--- config.mk ---
export PLATFORM = sky130hd
export DESIGN_NAME = falu_mul
export DESIGN_NICKNAME = d
export VERILOG_FILES = /design/src/sv/falu_pkg.sv /design/src/sv/falu_mul.sv
export SDC_FILE = /design/constraint.sdc
export NUM_CORES = 2
export LEC_CHECK = 0
export BUFFER_PORTS_ARGS = -buffer_cell sky130_fd_sc_hd__buf_2
export CORE_UTILIZATION = 40
export CTS_CLUSTER_SIZE = 16
export DETAILED_ROUTE_END_ITERATION = 8
export GPL_TIMING_DRIVEN = 0
export REMOVE_ABC_BUFFERS = 1
export SKIP_CTS_REPAIR_TIMING = 1
export SLEW_MARGIN = 20
export SYNTH_ARGS = -nofsm -noshare
export SYNTH_HDL_FRONTEND = slang
export SYNTH_SLANG_ARGS = --single-unit
--- constraint.sdc ---
create_clock -name i_clk -period 20.2 [get_ports i_clk]
set_clock_uncertainty 0.15 [all_clocks]
set_input_delay 2.02 -clock i_clk [delete_from_list [all_inputs] [get_ports i_clk]]
set_output_delay 2.02 -clock i_clk [all_outputs]
set_load 0.03 [all_outputs]
--- src/sv/falu_pkg.sv ---
`timescale 1ns / 1ps
// ----------------------------------------------------------------------------
// falu_pkg
// Types and constants shared by the fixed-point ALU modules.
// ----------------------------------------------------------------------------
package falu_pkg;

    typedef enum logic [3:0] {
        MODE_ADD      = 4'd0,
        MODE_SUB      = 4'd1,
        MODE_MUL      = 4'd2,
        MODE_DIV      = 4'd3,
        MODE_GT       = 4'd4,
        MODE_LT       = 4'd5,
        MODE_GE       = 4'd6,
        MODE_LE       = 4'd7,
        MODE_EQ       = 4'd8,
        MODE_NE       = 4'd9,
        MODE_MIN      = 4'd10,
        MODE_MAX      = 4'd11,
        MODE_INC      = 4'd12,
        MODE_DEC      = 4'd13,
        MODE_TO_INT   = 4'd14,
        MODE_FROM_INT = 4'd15
    } t_mode;

    localparam logic signed [31:0] FX_MAX = 32'sh7FFF_FFFF;
    localparam logic signed [31:0] FX_MIN = 32'sh8000_0000;

    // quotient bits produced by the divider, one per stage
    localparam int QUOT_BITS = 32;

    typedef struct packed {
        t_mode              mode;
        logic signed [31:0] operand_a;
        logic signed [31:0] operand_b;
    } t_alu_in;

    typedef struct packed {
        logic signed [31:0] result;
        logic               compare_true;
        logic               overflow;
        logic               divide_by_zero;
    } t_alu_out;

    // sideband that travels with each word down the pipeline
    typedef struct packed {
        logic               valid;
        logic               is_div;
        logic               neg;
        logic               dz;
        logic               big;
        logic signed [31:0] result;
        logic               cmp;
        logic               ovf;
    } t_side;

endpackage

--- src/sv/falu_mul.sv ---
`timescale 1ns / 1ps
// ----------------------------------------------------------------------------
// falu_mul
// Two-stage signed multiply with round to nearest (ties away from zero)
// and saturation to 32 bits.
// ----------------------------------------------------------------------------
module falu_mul import falu_pkg::*; #(
    parameter int FRACTION_BITS = 8
) (
    input  logic               i_clk,
    input  logic signed [31:0] i_a,
    input  logic signed [31:0] i_b,
    output logic signed [31:0] o_result,
    output logic               o_overflow
);

    localparam logic [63:0] HALF = 64'd1 << (FRACTION_BITS - 1);

    logic signed [63:0] r_prod;
    logic signed [31:0] r_result;
    logic               r_ovf;
    logic        [63:0] mag;
    logic        [63:0] rnd;
    logic signed [31:0] n_result;
    logic               n_ovf;

    // stage one: full product
    always_ff @(posedge i_clk) begin
        r_prod <= i_a * i_b;
    end

    // stage two: magnitude, round, saturate
    always_comb begin
        mag = r_prod[63] ? 64'(-r_prod) : 64'(r_prod);
        rnd = (mag + HALF) >> FRACTION_BITS;
        n_ovf = 1'b0;
        if (r_prod[63]) begin
            if (rnd > 64'h8000_0000) begin
                n_result = FX_MIN;
                n_ovf = 1'b1;
            end else begin
                n_result = 32'(-rnd);
            end
        end else begin
            if (rnd > 64'h7FFF_FFFF) begin
                n_result = FX_MAX;
                n_ovf = 1'b1;
            end else begin
                n_result = rnd[31:0];
            end
        end
    end

    always_ff @(posedge i_clk) begin
        r_result <= n_result;
        r_ovf    <= n_ovf;
    end

    assign o_result   = r_result;
    assign o_overflow = r_ovf;

endmodule

**Word-level counts from Yosys, hierarchy flattened**

Index checks and enable logic that the tools add are counted.

- Add/subtract/negate cells: 3
- Multipliers: 1
- Order comparisons: 2
- Muxes and demuxes: 7

Operator list:

| operator | count |
|---|---|
| $mux 32 | 3 |
| $add 64x8->64 const B | 1 |
| $mul 32x32->64 | 1 |
| $mux 64 | 1 |
| $neg 64->64 | 1 |
| $gt 56x31->1 const B | 1 |
| $gt 56x32->1 const B | 1 |
| $neg 32->32 | 1 |
| $mux 1 | 3 |

- Flip-flop bits (word level): 97
- Word-level logic and storage cells: 16

**Longest topological paths before layout**

- Depth in word-level cells: 6
- Gate-level depth with buffers: 30
- Gate-level depth less buffers: 29

**Worst setup path before layout**

Ideal clock, no wire load.

- Path type: input -> register
- From: input i_b[2]
- To: register r_prod[63]
- Library setup time: 72 ps
- Arrival time: 9481 ps
- Path slack: 10497 ps
- Stages: 25
- Path buffers: 1
- Path through: clkbuf_1 -> nand2_1 -> inv_1 -> fa_1 -> fa_1 -> fa_1 -> fa_1 -> inv_1 -> fa_1 -> inv_1 -> fa_1 -> fa_1 -> fa_1 -> ha_1 -> a21o_1 -> a21o_1 -> a21o_1 -> a21o_1 -> a21o_1 -> nand2b_1 -> a211oi_1 -> nor2_1 -> o21a_1 -> a311oi_1 -> xnor2_1

- Longest elaborated chain between the ends: 1

Ends and longest elaborated chain:

| item | line | text |
|---|---|---|
| start, declared | falu_mul.sv:12 | `input logic signed [31:0] i_b,` |
| $mul 32x32->64 | falu_mul.sv:29 | `r_prod <= i_a * i_b;` |
| end signal, assigned | falu_mul.sv:29 |  |
| end, declared | falu_mul.sv:19 | `logic signed [63:0] r_prod;` |

No other way between the ends.

**Final worst setup path**

- From: input i_b[5]
- To: register r_prod[63]

The elaborated chain is that of the path after synthesis.

==> results.py <==
metrics = {
    "run_status": {
        "outcome": "completed",
    },
    "setup_path": {
        "r2r_start": "r_prod[63]",
        "reg2reg_to": "o_result[3]",
        "startpoint_type": "primary input",
        "worstPathRequired_ns": 20.34,
        "rr_worst_depth": 14,
        "path_max_fanout": 32,
        "crit_type": "in2reg",
        "crit_arrival_ns": 10.96,
        "end_kind": "flip-flop",
        "r2r_slack_ns": 13.31,
    },
    "grt": {
        "grt_pass1_vias": 35700,
        "antenna_found_initial": 1,
        "grt_max_degree": 73,
        "grtUsageTotal_pct": 21.1,
        "globalRouteOverflowTotal": 0,
        "grt_pass1_wl_um": 188000,
    },
    "yosys": {
        "yosys.area.top_type": "fa_1",
        "synthTopCellsByArea": "fa_1 49%, inv_1 9.6%, and2_1 7.4%",
        "synth-warning-count": 0,
        "synthDistinctLibCells": 93,
        "ys_seq_area_share_pct": 4.44,
        "syn_area_um2": 43800,
        "synth.avg_cell_area_um2": 8.99,
        "synth_cells": 4871,
        "yosysTopAreaCellShare_pct": 49.5,
        "synth-seq-cells": 97,
        "synth_flop_cell": "dfxtp_1",
        "synth-edff-count": 0,
        "synthArstFlopShare_pct": 0,
    },
    "clock_network": {
        "cts_made_buffers": 9,
        "clkSinkCount": 97,
        "clk_latency_ns": 0.37,
        "clockBufferDepth": 2,
        "htreeDepth": 3,
        "cts-root-buf": "clkbuf_16",
        "clk_pin_slew_worst_paths_ns": 0.07,
        "cts_tree": "built",
    },
    "routing": {
        "first_iter_violations": 1654,
        "vias_per_cell": 5.18,
        "route.vias.total": 31700,
        "wire_per_inst_um": 18.1,
        "postRouteAntennaNets": 0,
        "drc_errors": 0,
        "first_pass_iters": 5,
        "routed_wl_um": 111000,
    },
    "floorplan": {
        "dieArea_um2": 111000,
        "io_pins": 98,
        "die_y_um": 333,
        "rows": 120,
        "die_w_um": 333,
        "coreArea_um2": 108000,
        "start_util_pct": 40.6,
    },
    "timing": {
        "hold_violations": 0,
        "fmaxAchievable_ghz": 0.0925,
        "min_period_ns": 10.82,
        "fin_crit_sh_pct": 53.5,
        "rsz0062_at_grt": "no",
        "worstMarginPinSlew_ns": 1.11,
        "fin_tns_setup_ns": 0,
        "final-max-slew-violation-count": 0,
        "relSlewSlack_pct": 25.8,
        "setup_violations": 0,
    },
    "min_path": {
        "whs_path_depth": 2,
        "worstHoldStart": "r_prod[36]",
        "hold_class": "reg2reg",
        "holdPathEnd": "o_result[28]",
    },
    "job": {
        "cap_viol_max_count": 0,
    },
    "layout": {
        "seqCellArea_um2": 1950,
        "area_growth_pct": 3.75,
        "multi_input_area_um2": 36600,
        "finalNetCount": 6054,
        "diodes": 0,
        "fillers": 10800,
        "drive_gt1_share_pct": 3.81,
    },
    "placed_design": {
        "hpwl_um": 89200,
        "numPortBuffers": 97,
        "gp_congestion": 0.886,
    },
}
[flip-flops by register name (all words and copies together), names as in the netlist]
register and flops:
o_overflow 1, r_prod 64, o_result 32
[kinds of logic after synthesis]
logic type / after synthesis / synth area share, %
adders and majority gates: 1269 / 54.8
xor gates and xnor gates: 154 / 3.08
and+or+nand+nor: 1520 / 18.0
muxes: 14 / 0.334
AOI/OAI and AO/OA: 434 / 7.38
DFF: 97 / 4.44
buffers and inverters: 1383 / 12.0
[critical path: stages]
cell	delay, ns
buf_2	0.59
nand2_1	0.27
inv_1	0.15
fa_1	0.40
inv_1	0.25
fa_1	0.47
inv_1	0.21
fa_1	0.49
fa_1	0.94
inv_1	0.44
fa_1	0.60
inv_1	0.05
fa_1	0.55
fa_1	0.43
fa_1	0.47
ha_1	0.38
a21o_1	0.21
a21o_1	0.17
a21o_1	0.18
a21o_1	0.17
a21o_1	0.19
nand2b_1	0.14
a211oi_1	0.24
nor2_1	0.19
o21a_1	0.25
a311oi_1	0.31
xnor2_1	0.15
[metal layers]
metal / share of wire, % / vias to the layer above / global-route usage, %
li1: - / 14300 / -
met1: 43 / 16700 / 27.2
met2: 52 / 654 / 38.7
met3: 3.3 / 113 / 1.22
met4: 1.9 / 0 / 4.39
met5: 0 / - / 0
[worst max-delay path by stage]
stage               startpoint     endpoint  slack (ns)
finish                  i_b[5]   r_prod[63]        9.38
detailed placement      i_b[5]   r_prod[63]        8.91
global placement    r_prod[63]  o_result[0]        6.24
CTS                     i_b[5]   r_prod[63]        9.30
global route            i_b[5]   r_prod[63]        8.81
floorplan           r_prod[63]  o_result[0]       10.50
[metrics by stage]
stage / instance area, um2 / util, % / instances / hold WS (ns) / setup WS [ns]
3_3_place_gp: 45000 / 41.7 / 6106 / 0.697 / 6.24
6_report: 45400 / 42.1 / 6127 / 0.718 / 9.38
5_1_grt: 45400 / 42.1 / 6127 / 0.756 / 8.81
4_1_cts: 45400 / 42.1 / 6127 / 0.712 / 9.30
2_1_floorplan: 42700 / - / 4606 / 0.531 / 10.50
3_5_place_dp: 45100 / 41.8 / 6112 / 0.683 / 8.91
[Yosys cell counts, types with 9 or more instances]
cell and count:
xor2_1 60, o211ai_1 10, a221oi_2 9, nor2_1 104, o31ai_1 23, or2_2 14
a21oi_1 89, nor3_1 39, a211oi_1 19, ha_1 187, or3_1 21, dfxtp_1 97
mux2i_1 12, and3_1 31, o21bai_1 9, clkbuf_1 245, nand2_1 592, o21ai_0 70
nor2b_1 20, and2_1 520, xnor2_1 94, inv_1 1117, nand4_1 19, o21a_1 13
a21o_1 51, nand3_1 41, nor4_1 31, nand2b_1 28, and4_1 11, a31oi_1 20
or4_1 14, o41ai_1 11, fa_1 1082
[layout make-up]
class,instances,area share (%)
repair buffers,103,1.29
clock buffers,10,0.504
well taps,1403,3.86
inverters,1118,9.25
multi-input cells,3391,80.6
flip-flops and latches,97,4.28
clock inverters,5,0.190
[layout by cell type, fill, tap and decap left out, types with 7 or more instances in the layout]
cell type	netlist	final
fa_1	1082	1081
o21bai_1	9	9
inv_1	1117	1117
o41ai_1	11	11
nand2_1	592	592
o21a_1	13	13
dfxtp_1	97	96
xnor2_1	94	94
o21ai_0	70	70
nand3_1	41	41
and4_1	11	11
or2_2	14	14
xor2_1	60	60
nor2b_1	20	20
or4_1	14	14
clkbuf_16	0	9
o211ai_1	10	10
nor3_1	39	39
nor4_1	31	31
o2111ai_1	7	7
and2_1	520	520
a21o_1	51	51
o31ai_1	23	23
nand4_1	19	19
ha_1	187	187
and3_1	31	31
a31oi_1	20	19
a21oi_1	89	89
or3_1	21	21
mux2i_1	12	12
buf_2	7	97
a221oi_2	9	9
a21boi_0	7	7
a211oi_1	19	19
o31a_1	7	7
nand2b_1	28	28
nor2_1	104	104
a221oi_1	7	7
Power is not shown: default switching activity piles up to over one toggle a cycle in this logic, so the estimate is an artifact.
